### src/rtl/quaternion_arith_unit_assert.svh
// Assertion macros for the quaternion arithmetic unit.
// Expects i_clk and i_rst_n in the scope of the including module.
`ifndef QUATERNION_ARITH_UNIT_ASSERT_SVH
`define QUATERNION_ARITH_UNIT_ASSERT_SVH

// same-cycle implication
`define QAU_AST_IMP(lbl, ante, cons, msg) \
    lbl: assert property (@(posedge i_clk) disable iff (!i_rst_n) (ante) |-> (cons)) \
        else $error(msg);

// next-cycle implication
`define QAU_AST_NXT(lbl, ante, cons, msg) \
    lbl: assert property (@(posedge i_clk) disable iff (!i_rst_n) (ante) |=> (cons)) \
        else $error(msg);

`endif

### src/rtl/qau_pkg.sv
// Shared types of the quaternion arithmetic unit.
// No dependencies.
package qau_pkg;

    typedef enum logic [3:0] {
        OP_QMUL  = 4'd0,
        OP_QCMUL = 4'd1,
        OP_CQMUL = 4'd2,
        OP_QDIV  = 4'd3,
        OP_QCDIV = 4'd4,
        OP_CQDIV = 4'd5,
        OP_CONJ  = 4'd6,
        OP_NORM2 = 4'd7,
        OP_INV   = 4'd8
    } t_op;

    // per-word control that rides down the pipeline
    typedef struct packed {
        logic div;    // result is a quotient by the norm
        logic dz;     // divisor norm was zero
        logic undef;  // opcode not defined
    } t_ctl;

endpackage

### src/rtl/qau_div_step.sv
// One restoring-division stage: one quotient bit for all four components.
// Depends on qau_pkg.
module qau_div_step #(
    parameter int W   = 32,
    parameter int MW  = 65,
    parameter int DW  = 97,
    parameter int BIT = 0
) (
    input  logic                 i_clk,
    input  logic                 i_en,
    input  qau_pkg::t_ctl        i_ctl,
    input  logic [3:0]           i_neg,
    input  logic [3:0]           i_ovf,
    input  logic [MW-1:0]        i_n,
    input  logic [3:0][DW-1:0]   i_rem,
    input  logic [3:0][W-1:0]    i_q,
    output qau_pkg::t_ctl        o_ctl,
    output logic [3:0]           o_neg,
    output logic [3:0]           o_ovf,
    output logic [MW-1:0]        o_n,
    output logic [3:0][DW-1:0]   o_rem,
    output logic [3:0][W-1:0]    o_q
);
    import qau_pkg::*;

    localparam logic [W-1:0] QBIT = {{(W-1){1'b0}}, 1'b1} << BIT;

    t_ctl              r_ctl;
    logic [3:0]        r_neg;
    logic [3:0]        r_ovf;
    logic [MW-1:0]     r_n;
    logic [3:0][DW-1:0] r_rem;
    logic [3:0][W-1:0] r_q;
    logic [DW-1:0]     w_dsr;

    assign w_dsr = DW'(i_n) << BIT;

    always_ff @(posedge i_clk) begin
        if (i_en) begin
            r_ctl <= i_ctl;
            r_neg <= i_neg;
            r_ovf <= i_ovf;
            r_n   <= i_n;
            for (int c = 0; c < 4; c++) begin
                if (i_ctl.div && i_rem[c] >= w_dsr) begin
                    r_rem[c] <= i_rem[c] - w_dsr;
                    r_q[c]   <= i_q[c] | QBIT;
                end else begin
                    r_rem[c] <= i_rem[c];
                    r_q[c]   <= i_q[c];
                end
            end
        end
    end

    assign o_ctl = r_ctl;
    assign o_neg = r_neg;
    assign o_ovf = r_ovf;
    assign o_n   = r_n;
    assign o_rem = r_rem;
    assign o_q   = r_q;

endmodule

### config.mk
export PLATFORM = sky130hd
export DESIGN_NAME = qau_div_step
export DESIGN_NICKNAME = d
export VERILOG_FILES = /design/src/rtl/quaternion_arith_unit_assert.svh /design/src/rtl/qau_pkg.sv /design/src/rtl/qau_div_step.sv
export SDC_FILE = /design/constraint.sdc
export NUM_CORES = 1
export LEC_CHECK = 0
export ABC_AREA = 1
export BUFFER_PORTS_ARGS = -buffer_cell sky130_fd_sc_hd__buf_2
export CORE_AREA = 10 10 450 452
export CTS_CLUSTER_DIAMETER = 50
export DETAILED_ROUTE_END_ITERATION = 10
export DIE_AREA = 0 0 460 462
export PLACE_DENSITY = 0.47
export SLEW_MARGIN = 15
export SYNTH_ARGS = -nofsm -noshare
export SYNTH_HDL_FRONTEND = slang
export SYNTH_SLANG_ARGS = --single-unit
### constraint.sdc
create_clock -name i_clk -period 6.9 [get_ports i_clk]
set_clock_uncertainty 0.1 [all_clocks]
set_input_delay 1.38 -clock i_clk [delete_from_list [all_inputs] [get_ports i_clk]]
set_output_delay 1.38 -clock i_clk [all_outputs]
set_load 0.005 [all_outputs]
==> impl_metrics.yaml <==
routing:
  wl_met1_um: 148000
  ant_nets: 0
  vias_per_cell: 4.86
  drc_errors: 0
  wl_met2_um: 173000
  drtPass1Iterations: 6
  wl_met3_um: 22000
  routedWlPerCell_um: 28.4
  num_vias: 63200
  routed_wl_um: 370000
  drtIter0Drc: 6219
  routed.top_layer: "met5"
finish:
  fillers: 21800
  area_growth_pct: 21.9
  seq_area_sq_um: 17800
  nNetsFinal: 11200
  drive_gt1_share_pct: 16.3
  fin_util_pct: 35.5
  multi_input_area_sq_um: 31000
sta:
  hold_viol_final: 0
  fmax_ghz: 0.196
  finalCritPeriodShare_pct: 74.0
  rsz0062_at_grt: "no"
  worst_pin_slew_ns: 1.16
  setup_tns_ns: 0
  setup-violations-final: 0
  slew_viol_final: 0
  relSlewSlack_pct: 22.3
  post-route-min-period_ns: 5.11
synth:
  ys.flop_type: "edfxtp_1"
  syn_avg_cell_area_sq_um: 6.20
  synth.distinct_cells: 42
  yosysSeqAreaShare_pct: 31.5
  async_flop_share_pct: 0
  synth_seq_cells: 592
  synth_nets: 9942
  ys_top_cells_by_area: "edfxtp_1, nand2_1, inv_1"
  synth_area_leader_cell: "edfxtp_1"
  synth_edf_count: 592
  yosys_warnings: 0
  syn_inst: 9084
  synth_area_sq_um: 56400
  synth_top_area_share_pct: 31.5
pwr:
  clockPowerShare_pct: 36.1
  p_switching_mw: 5.45
  combPwrFrac_pct: 31.3
  peakVddDrop_uv: 161
  p_int_mw: 8.72
  leakagePower_nw: 37.0
  swShare_pct: 38.5
  pwr-share-seq_pct: 32.6
  p_per_area_nw_per_um2: 206
clocking:
  max-clock-path-buffers: 3
  cts_max_level: 3
  cts_root_buffer: "clkbuf_16"
  postCtsResizedCells: 0
  cts_setup_buffers: 0
  cts_tree: "yes"
  numCtsBuffers: 96
  cts_sinks: 592
  cts.clk_slew.worst_paths_ns: 0.05
  cts_hold_buf: 0
global_routing:
  grt_pass1_vias: 60500
  grt_use_total_pct: 33.1
  grt_max_degree: 136
  antenna_found_initial: 72
  grt_pass1_wl_um: 491000
  grt-ovfl-total: 0
setup_path:
  critPathRequiredTime_ns: 7.28
  cpPeakStageDelay_ns: 0.60
  crit_path_frequent_cell: "nand2_1"
  worstPathCellList: "buf_2, inv_1, buf_4, ha_1, a21oi_1, o21ai_0, a21oi_1, and2_1, nand2_1, nor2_1, nand3_2, nand2_8, inv_2, nand2_1, nand2_1"
  end_kind: "register"
  cp_max_fo: 67
  cp-start-kind: "primary input"
  critPathSlowestCell: "inv_1"
  path_class: "primary input to register"
  cp.arrival_ns: 5.49
floorplan:
  rows: 162
  start_util_pct: 29.1
  die_w_um: 460
  die_area_sq_um: 213000
  die_h_um: 462
  coreArea_sq_um: 194000
  io_pins: 1186
placement:
  io_buffers: 1185
  hpwl_um: 324000
  routabilityCongestion: 1.05
run_status:
  outcome: "complete, no violations"
worst_hold_path:
  hp-class: "primary input to register"
run:
  maxCapViolCount: 0
==> per-layer routing <==
layer,global-route usage (%),vias to the layer above
met5,0,-
met4,21.1,8
met3,4.52,590
met2,55.7,2576
met1,39.7,29700
li1,-,30400
==> critical path: cells and delay by family <==
kind / cells / cell delay [ns]
simple gates: 7 / 1.50
compound gates: 3 / 0.85
fa+ha+maj: 1 / 0.31
buf+inv: 4 / 1.41
==> power by group through the flow <==
stage                     Combinational [mW]  Clock (mW)  Sequential, mW
after floorplan                         2.12           0            4.62
after global placement                  4.41           0            4.69
after detailed placement                4.40           0            4.68
after CTS                               4.41        5.20            4.62
after global routing                    4.75        5.34            4.64
final                                   4.44        5.11            4.62
==> placed cells by master, fill, tap and decap left out, types with 44 or more instances in the layout <==
cell type and n:
diode_2 49, o21ai_0 44, a21oi_1 194, xnor2_1 150
o21ai_1 81, nor3_1 61, nand3b_1 96, nand4_1 148
ha_1 260, nand2_2 49, nor2_1 781, edfxtp_1 592
buf_4 44, inv_1 1784, buf_2 1184, nand2_1 4084
clkbuf_16 98, nand3_1 303, nor2_2 45, o21ai_2 146
==> path summary, 6_finish.rpt <==
kind                  cells after the start          to  startpoint
worst max-delay path                     15  o_rem[384]     i_n[64]
worst min-delay path                      1    o_q[118]    i_q[118]
==> Yosys cell counts, types with 30 or more instances <==
cell      instances
a21oi_1         194
and2_1           30
ha_1            260
xor2_1           30
nor3_1           61
nand2_2          50
o21ai_0          44
nor2_2           45
o21ai_2         146
nand2_1        4084
edfxtp_1        592
nand4_1         148
buf_6            55
inv_1          1784
nor2_1          781
nand3b_1         96
xnor2_1         150
o21ai_1          81
nand3_1         303
==> registers in the layout (all words and copies together), names as in the netlist <==
register,count
o_q,128
o_ctl,3
o_rem,388
o_ovf,4
o_neg,4
o_n,65
==> cell type report <==
type,count,area share [%]
antenna,49,0.178
clock buffer,106,3.61
clock inverter,71,1.21
inverter,1810,9.89
multi-input combinational,6598,45.2
sequential,592,25.9
tap,2542,4.63
timing repair buffer,1239,9.42
==> per-stage QoR <==
step	power (mW)	cell area, sq um	std cells	hold slack (ns)	worst slack, ns
global placement	9.10	65300	12800	1.46	0.988
detailed placement	9.08	65300	12800	1.46	1.04
floorplan	6.74	56400	9084	1.38	3.38
CTS	14.2	68600	13000	0.624	1.85
finish	14.2	68700	13000	0.694	1.79
global route	14.7	68700	13000	0.669	1.70
==> cell families (layout without fill, tap and decap cells) <==
| family | Yosys count | count (layout) | share of synthesized area (%) |
|---|---|---|---|
| flip-flops | 592 | 592 | 31.5 |
| AND/OR/NAND/NOR | 5669 | 5669 | 40.9 |
| adder cells (fa/ha/maj) | 264 | 264 | 5.92 |
| AO/OA/AOI/OAI | 485 | 485 | 5.38 |
| buffers and inverters | 1894 | 3226 | 13.4 |
| other | 0 | 49 | 0 |
| XOR/XNOR | 180 | 180 | 2.80 |
(Power assumes the default switching activity.)
